### config.mk
export PLATFORM = sky130hd
export DESIGN_NAME = attenuated_euclidean_distance
export DESIGN_NICKNAME = d
export VERILOG_FILES = /design/src/hdl/aed_pkg.sv /design/src/hdl/aed_ctrl.sv /design/src/hdl/aed_dp.sv /design/src/hdl/attenuated_euclidean_distance.sv
export SDC_FILE = /design/constraint.sdc
export NUM_CORES = 2
export LEC_CHECK = 0
export ABC_CLOCK_PERIOD_IN_PS = 11630
export BUFFER_PORTS_ARGS = -buffer_cell sky130_fd_sc_hd__buf_4
export CORE_ASPECT_RATIO = 1.1
export CORE_UTILIZATION = 55
export CTS_CLUSTER_SIZE = 20
export DETAILED_ROUTE_END_ITERATION = 8
export PLACE_DENSITY = 0.73
export SLEW_MARGIN = 20
export SYNTH_ARGS = -nofsm -noshare
export SYNTH_HDL_FRONTEND = slang
export SYNTH_SLANG_ARGS = --single-unit
### constraint.sdc
create_clock -name clock -period 11.63 [get_ports clock]
set_clock_uncertainty 0.2 [all_clocks]
set_input_delay 0.5815 -clock clock [delete_from_list [all_inputs] [get_ports clock]]
set_output_delay 0.5815 -clock clock [all_outputs]
set_load 0.005 [all_outputs]
### src/hdl/aed_pkg.sv
// Package for the attenuated Euclidean distance block.
// Holds beat types, controller/datapath command and status structs, and constants.
// No dependencies.
package aed_pkg;

   // Element width range and default (Q8.8 at the default)
   localparam int ElemWidthDefault = 16;
   localparam int FieldWidth       = 16;
   localparam int DistWidth        = 64;

   // Square root unit: one result bit per step
   localparam int RootSteps    = DistWidth / 2;
   localparam int RootCntWidth = $clog2(RootSteps);
   localparam logic [DistWidth-1:0] RootBitInit = DistWidth'(1) << (DistWidth - 2);

   // Register port
   localparam int CsrAddrWidth = 3;
   localparam int CsrDataWidth = 32;
   localparam logic CsrIdxSkipRoot = 1'b0;

   // Input beat
   typedef struct packed {
      logic signed [FieldWidth-1:0] elem_a;
      logic signed [FieldWidth-1:0] elem_b;
      logic                         last_elem;
   } aed_req_type;

   // Result beat
   typedef struct packed {
      logic [DistWidth-1:0] distance;
      logic                 overflowed;
   } aed_rsp_type;

   // Controller to datapath
   typedef struct packed {
      logic load_in;
      logic mul_first;
      logic mul_second;
      logic accumulate;
      logic root_start;
      logic root_step;
      logic out_load;
   } aed_cmd_type;

   // Datapath to controller
   typedef struct packed {
      logic last_elem;
   } aed_status_type;

endpackage

### src/hdl/aed_ctrl.sv
// Controller state machine for the attenuated Euclidean distance block.
// Sequences multiply, accumulate, square root and result load. Uses aed_pkg.
module aed_ctrl (
   input  logic                    clock,
   input  logic                    reset,
   input  logic                    req_valid,
   output logic                    req_ready,
   output logic                    rsp_valid,
   input  logic                    rsp_ready,
   input  logic                    skip_root,
   input  aed_pkg::aed_status_type status,
   output aed_pkg::aed_cmd_type    cmd
);
   import aed_pkg::*;

   typedef enum logic [2:0] {
      ST_IDLE,
      ST_MUL_A,
      ST_MUL_B,
      ST_ACC,
      ST_ROOT,
      ST_FIN
   } state_type;

   state_type               state_ff, state_in;
   logic [RootCntWidth-1:0] cnt_ff, cnt_in;
   logic                    rsp_valid_ff, rsp_valid_in;

   // Next state and commands
   always_comb begin
      state_in = state_ff;
      cnt_in   = cnt_ff;
      cmd      = '0;
      unique case (state_ff)
         ST_IDLE: begin
            if (req_valid) begin
               cmd.load_in = 1'b1;
               state_in    = ST_MUL_A;
            end
         end
         ST_MUL_A: begin
            cmd.mul_first = 1'b1;
            state_in      = ST_MUL_B;
         end
         ST_MUL_B: begin
            cmd.mul_second = 1'b1;
            state_in       = ST_ACC;
         end
         ST_ACC: begin
            cmd.accumulate = 1'b1;
            priority if (!status.last_elem) begin
               state_in = ST_IDLE;
            end else if (skip_root) begin
               state_in = ST_FIN;
            end else begin
               cmd.root_start = 1'b1;
               cnt_in         = '0;
               state_in       = ST_ROOT;
            end
         end
         ST_ROOT: begin
            cmd.root_step = 1'b1;
            cnt_in        = cnt_ff + 1'b1;
            if (cnt_ff == RootCntWidth'(RootSteps - 1)) begin
               state_in = ST_FIN;
            end
         end
         ST_FIN: begin
            // output register must be free or draining this cycle
            if (!rsp_valid_ff || rsp_ready) begin
               cmd.out_load = 1'b1;
               state_in     = ST_IDLE;
            end
         end
         default: state_in = ST_IDLE;
      endcase
   end

   // Result beat valid: set on load, cleared when taken
   always_comb begin
      priority if (cmd.out_load) begin
         rsp_valid_in = 1'b1;
      end else if (rsp_ready) begin
         rsp_valid_in = 1'b0;
      end else begin
         rsp_valid_in = rsp_valid_ff;
      end
   end

   always_ff @(posedge clock) begin
      if (reset) begin
         state_ff     <= ST_IDLE;
         cnt_ff       <= '0;
         rsp_valid_ff <= 1'b0;
      end else begin
         state_ff     <= state_in;
         cnt_ff       <= cnt_in;
         rsp_valid_ff <= rsp_valid_in;
      end
   end

   assign req_ready = (state_ff == ST_IDLE);
   assign rsp_valid = rsp_valid_ff;

endmodule

### src/hdl/aed_dp.sv
// Datapath for the attenuated Euclidean distance block: multipliers,
// saturating accumulator, bit-pair square root unit, result register. Uses aed_pkg.
module aed_dp #(
   parameter int ELEM_WIDTH = aed_pkg::ElemWidthDefault
) (
   input  logic                    clock,
   input  logic                    reset,
   input  aed_pkg::aed_req_type    req_data,
   input  logic                    skip_root,
   input  aed_pkg::aed_cmd_type    cmd,
   output aed_pkg::aed_status_type status,
   output aed_pkg::aed_rsp_type    rsp_data
);
   import aed_pkg::*;

   localparam int ProdWidth = 2 * ELEM_WIDTH;
   localparam int TermWidth = 4 * ELEM_WIDTH;

   logic signed [ELEM_WIDTH-1:0] a_ff, b_ff;
   logic                         last_ff;
   logic        [ELEM_WIDTH-1:0] a_mag, b_mag, d_mag;
   logic signed [ELEM_WIDTH:0]   diff;
   logic        [ProdWidth-1:0]  prod_ab_ff, prod_dd_ff;
   logic        [TermWidth-1:0]  term_ff;
   logic        [DistWidth:0]    sum_wide;
   logic        [DistWidth-1:0]  sum_ff, sum_next;
   logic                         sat_ff, sat_next;
   logic        [DistWidth-1:0]  rem_ff, res_ff, bit_ff, trial;
   logic        [DistWidth-1:0]  dist_ff;
   logic                         ovf_ff;

   // Input capture, low ELEM_WIDTH bits of each element
   always_ff @(posedge clock) begin
      if (cmd.load_in) begin
         a_ff    <= req_data.elem_a[ELEM_WIDTH-1:0];
         b_ff    <= req_data.elem_b[ELEM_WIDTH-1:0];
         last_ff <= req_data.last_elem;
      end
   end

   // Magnitudes; the most negative value maps to 2^(W-1) as unsigned bits
   assign diff  = {a_ff[ELEM_WIDTH-1], a_ff} - {b_ff[ELEM_WIDTH-1], b_ff};
   assign a_mag = a_ff[ELEM_WIDTH-1] ? ELEM_WIDTH'(-a_ff) : ELEM_WIDTH'(a_ff);
   assign b_mag = b_ff[ELEM_WIDTH-1] ? ELEM_WIDTH'(-b_ff) : ELEM_WIDTH'(b_ff);
   assign d_mag = diff[ELEM_WIDTH] ? ELEM_WIDTH'(-diff) : ELEM_WIDTH'(diff);

   // Two multiply stages, registered between
   always_ff @(posedge clock) begin
      if (cmd.mul_first) begin
         prod_ab_ff <= a_mag * b_mag;
         prod_dd_ff <= d_mag * d_mag;
      end
      if (cmd.mul_second) begin
         term_ff <= prod_ab_ff * prod_dd_ff;
      end
   end

   // Saturating add
   assign sum_wide = {1'b0, sum_ff} + (DistWidth + 1)'(term_ff);
   assign sum_next = sum_wide[DistWidth] ? '1 : sum_wide[DistWidth-1:0];
   assign sat_next = sat_ff | sum_wide[DistWidth];

   always_ff @(posedge clock) begin
      if (reset) begin
         sum_ff <= '0;
         sat_ff <= 1'b0;
      end else if (cmd.out_load) begin
         sum_ff <= '0;
         sat_ff <= 1'b0;
      end else if (cmd.accumulate) begin
         sum_ff <= sum_next;
         sat_ff <= sat_next;
      end
   end

   // Floor square root, one result bit per step
   assign trial = res_ff + bit_ff;

   always_ff @(posedge clock) begin
      if (cmd.root_start) begin
         rem_ff <= sum_next;
         res_ff <= '0;
         bit_ff <= RootBitInit;
      end else if (cmd.root_step) begin
         if (rem_ff >= trial) begin
            rem_ff <= rem_ff - trial;
            res_ff <= (res_ff >> 1) + bit_ff;
         end else begin
            res_ff <= res_ff >> 1;
         end
         bit_ff <= bit_ff >> 2;
      end
   end

   // Result register
   always_ff @(posedge clock) begin
      if (cmd.out_load) begin
         dist_ff <= skip_root ? sum_ff : res_ff;
         ovf_ff  <= sat_ff;
      end
   end

   assign status.last_elem    = last_ff;
   assign rsp_data.distance   = dist_ff;
   assign rsp_data.overflowed = ovf_ff;

endmodule

### src/hdl/attenuated_euclidean_distance.sv
// Attenuated Euclidean distance top level: register port, controller, datapath.
// Depends on aed_pkg, aed_ctrl and aed_dp.
//
// Each input beat carries one element pair (signed Q8.8) and a last flag; the block
// adds |a|*|b|*(a-b)^2 into a saturating Q32.32 sum and, on the last pair, returns one
// result beat: the raw sum when skip_root (offset 0x0, bit 0) is 1, else its floor
// square root in Q16.16, plus a sticky overflow flag. A non-last pair passes through
// capture, two registered multiply stages and accumulate. A last pair then goes on to
// the result load with skip_root set, or first to the root, which the single square
// root unit builds one result bit per cycle. The result sits in an output register, so
// the next vector's pairs are taken while it waits; a further last pair waits there
// until the previous result beat has been taken.
module attenuated_euclidean_distance #(
   parameter int ELEM_WIDTH = aed_pkg::ElemWidthDefault
) (
   input  logic                                 clock,
   input  logic                                 reset,
   input  logic                                 req_valid,
   output logic                                 req_ready,
   input  aed_pkg::aed_req_type                 req_data,
   output logic                                 rsp_valid,
   input  logic                                 rsp_ready,
   output aed_pkg::aed_rsp_type                 rsp_data,
   input  logic                                 psel,
   input  logic                                 penable,
   input  logic                                 pwrite,
   input  logic [aed_pkg::CsrAddrWidth-1:0]     paddr,
   input  logic [aed_pkg::CsrDataWidth-1:0]     pwdata,
   output logic [aed_pkg::CsrDataWidth-1:0]     prdata,
   output logic                                 pready
);
   import aed_pkg::*;

   logic           skip_root_ff;
   logic           csr_write;
   aed_cmd_type    cmd;
   aed_status_type status;

   // Register port, single register at word 0
   assign pready    = 1'b1;
   assign csr_write = psel && penable && pwrite && pready
                      && (paddr[CsrAddrWidth-1] == CsrIdxSkipRoot);
   assign prdata    = (paddr[CsrAddrWidth-1] == CsrIdxSkipRoot)
                      ? CsrDataWidth'(skip_root_ff) : '0;

   always_ff @(posedge clock) begin
      if (reset) begin
         skip_root_ff <= 1'b0;
      end else if (csr_write) begin
         skip_root_ff <= pwdata[0];
      end
   end

   aed_ctrl u_ctrl (
      .clock     (clock),
      .reset     (reset),
      .req_valid (req_valid),
      .req_ready (req_ready),
      .rsp_valid (rsp_valid),
      .rsp_ready (rsp_ready),
      .skip_root (skip_root_ff),
      .status    (status),
      .cmd       (cmd)
   );

   aed_dp #(
      .ELEM_WIDTH (ELEM_WIDTH)
   ) u_dp (
      .clock     (clock),
      .reset     (reset),
      .req_data  (req_data),
      .skip_root (skip_root_ff),
      .cmd       (cmd),
      .status    (status),
      .rsp_data  (rsp_data)
   );

`ifndef SYNTHESIS
   // One pair at a time: an accepted beat closes the input until its work is done
   a_one_in_flight: assert property (@(posedge clock) disable iff (reset)
      (req_valid && req_ready) |=> !req_ready)
      else $error("input taken while a pair is still in work");

   // A saturated raw sum reads as all ones
   a_sat_raw: assert property (@(posedge clock) disable iff (reset)
      (rsp_valid && rsp_data.overflowed && skip_root_ff) |-> (rsp_data.distance == '1))
      else $error("saturated raw sum is not all ones");

   // The root of a saturated sum is the largest 32-bit root
   a_sat_root: assert property (@(posedge clock) disable iff (reset)
      (rsp_valid && rsp_data.overflowed && !skip_root_ff)
         |-> (rsp_data.distance == 64'h0000_0000_FFFF_FFFF))
      else $error("root of saturated sum is wrong");
`endif

endmodule
==> results.toml <==
[floorplan]
die_area_sq_um = 143000
start_util_pct = 55.4
coreArea_sq_um = 140000
boundaryPins = 175
rows = 144
die_width_um = 360
die_h_um = 396

[timing]
tightest_slew_ps = 1160
tns_ps = 0
relSlewSlack_pct = 22.4
setup_viol = 0
min_period_ps = 10600
max_clock_freq_mhz = 94.3
slew_violations = 0
rsz0062_at_grt = "false"
finalHoldViolCount = 0
fin_crit_sh_pct = 91.2

[clock_network]
cts.sinks = 460
path_clk_slew_ps = 60
clockRootBuffer = "clkbuf_16"
htree_levels = 2
clock_path_buffers = 3
cts_tree = "yes"
hold_buffers = 34
clock_latency_ps = 680
post-cts-setup-buffers = 0
cts_made_buffers = 54
cts_repair_resize_count = 0

[finish]
drive_gt1_share_pct = 5.43
final-seq-area_sq_um = 12100
multi_input_area_sq_um = 58200
fin_nets = 10713
nFillCells = 12172
postLayoutCellArea_sq_um = 82300
area_growth_pct = 5.94
diodes = 0

[synthesis]
syn_avg_cell_area_sq_um = 8.81
ys_seq_elements = 460
synth_top_area_cell = "fa_1"
synth_most_common_cell = "inv_1"
synth_area_sq_um = 77700
synth_common_cells = "inv_1, nand2_1, fa_1"
yosysSeqAreaShare_pct = 15.6
synth_cells = 8820
synth_top_flop_cell = "edfxtp_1"
ys_types = 98
synth_simple_gate_area_share_pct = 14.5
netlist_top_cells_area = "fa_1, ha_1, edfxtp_1"
ys_warn_count = 0
yosysTopAreaCellShare_pct = 31.6
synthArstFlopShare_pct = 0
synthMuxAreaShare_pct = 1.11
synth_top_family_by_area = "adder cells"
synth_edf_count = 289
synth-xor-area-share_pct = 4.77
synth_fa_ha_area_share_pct = 42.9
synth-compound-area-share_pct = 11.3

[drt]
ant_nets = 0
route.vias.total = 60176
drtIter0Drc = 4362
drt_pre_antenna_iters = 8
wl_per_cell_um = 18.8
wl_mm = 199
drc = 0
via_per_inst = 5.69

[place]
gp_congestion = 0.981
hpwl_mm = 161
place_area_sq_um = 80000
io_buffers = 109

[worst_setup_path]
cp-start-kind = "flop"
end_kind = "flop"
worst-r2r-setup-slack_ps = 1030
crit_top_cell = "fa_1"
worstSetupPathType = "reg2reg"
cp.arrival_ps = 10800
critPathSlowestCell = "xnor2_1"
cp_max_fo = 16
cp.required_ps = 11830
critPathMaxStageDelay_ps = 780
r2r-end = "u_dp.prod_dd_ff[31]"
reg2reg_depth = 34
reg2reg_from = "u_dp.a_ff[0]"
cp-startpoint = "u_dp.a_ff[0]"
critPathCapture = "u_dp.prod_dd_ff[31]"

[hold_path]
min_path_type = "in2reg"

[grt]
grt_overflow = 0
grt_pass1_wl_mm = 326
antenna_found_initial = 0
grt_start_max_net_pins = 83
grt_pass1_vias = 63618
grt_usage_pct = 28.3

[run]
maxCapViolations = 0

[run_status]
status = "finished clean"
==> worst max-delay path: cells and delay by family (launching register included) <==
kind                       cells  cell delay (ps)
xor gates and xnor gates       2             1000
buffers and inverters          5              850
AOI/OAI and AO/OA             11             2540
DFF                            1              690
and+or+nand+nor                7             1100
adders and majority gates      9             3950
==> per-stage QoR <==
| step | worst slack [ps] | instances | util, % | hold WS, ps |
|---|---|---|---|---|
| 6_report | 1030 | 10579 | 58.7 | 32.7 |
| 5_1_grt | 583 | 10579 | 58.7 | 47.8 |
| 4_1_cts | 1130 | 10579 | 58.7 | 2.50 |
| 3_5_place_dp | 1100 | 10443 | 57.1 | 244 |
| 3_3_place_gp | 1300 | 10443 | 57.1 | 230 |
| 2_1_floorplan | 2570 | 8852 | - | 209 |
==> worst min path at each step <==
stage | startpoint | end | cells past startpoint
after global placement | u_dp.sat_ff | u_dp.ovf_ff | 0
after CTS | rsp_ready | u_ctrl.rsp_valid | 3
after detailed placement | u_dp.sat_ff | u_dp.ovf_ff | 0
after global routing | rsp_ready | u_ctrl.rsp_valid | 3
after floorplan | u_dp.sat_ff | u_dp.ovf_ff | 0
final | rsp_ready | u_ctrl.rsp_valid | 3
==> cell usage in the layout (no fill, tap or decap), types with 54 or more instances in the layout <==
master / Yosys / final
mux2_2: 62 / 62
o21ai_0: 245 / 245
nand2_1: 1369 / 1367
edfxtp_1: 289 / 289
fa_1: 1225 / 1225
dfxtp_1: 171 / 170
a21oi_1: 424 / 424
inv_1: 1512 / 1512
a211oi_1: 74 / 74
ha_1: 705 / 705
and2_1: 262 / 259
xor2_1: 156 / 156
clkbuf_16: 0 / 54
nand3_1: 73 / 73
nor3_1: 83 / 83
a21o_1: 148 / 148
a31oi_1: 115 / 115
buf_4: 33 / 231
nand4_1: 67 / 67
xnor2_1: 253 / 246
nor2_1: 501 / 499
o21bai_1: 70 / 70
==> metal layers <==
metal	vias up	global-route usage (%)	routed length, um
met4	0	11.6	9050
met2	2136	50.4	98700
met1	29681	34.7	78400
li1	27811	-	-
met5	-	0	0
met3	548	3.45	12900
==> cell families (layout without fill, tap and decap cells) <==
family | after synthesis | after routing
AOI/OAI and AO/OA | 1378 | 1378
xor gates and xnor gates | 416 | 416
adders and majority gates | 1930 | 1930
buffers and inverters | 1996 | 1898
DFF | 460 | 460
muxes | 78 | 78
other | 2 | 34
and+or+nand+nor | 2560 | 2560
==> cell type report <==
type	count	area share (%)
inverters	1531	6.98
repair buffers	265	2.52
flip-flops and latches	460	14.7
well taps	1825	2.78
clock buffers	66	1.73
clock inverters	36	0.595
multi-input cells	6396	70.7
==> flip-flops by register name, indices dropped and copies added (netlist names), 3 cells and up <==
signal / cells
u_ctrl.cnt_ff: 5
u_ctrl.state_ff: 3
u_dp.a_ff: 16
u_dp.b_ff: 16
u_dp.bit_ff: 32
u_dp.dist_ff: 64
u_dp.prod_ab_ff: 32
u_dp.prod_dd_ff: 31
u_dp.rem_ff: 64
u_dp.res_ff: 64
u_dp.sum_ff: 64
u_dp.term_ff: 64
Power is not shown: default switching activity piles up to over one toggle a cycle in this logic, so the estimate is an artifact.
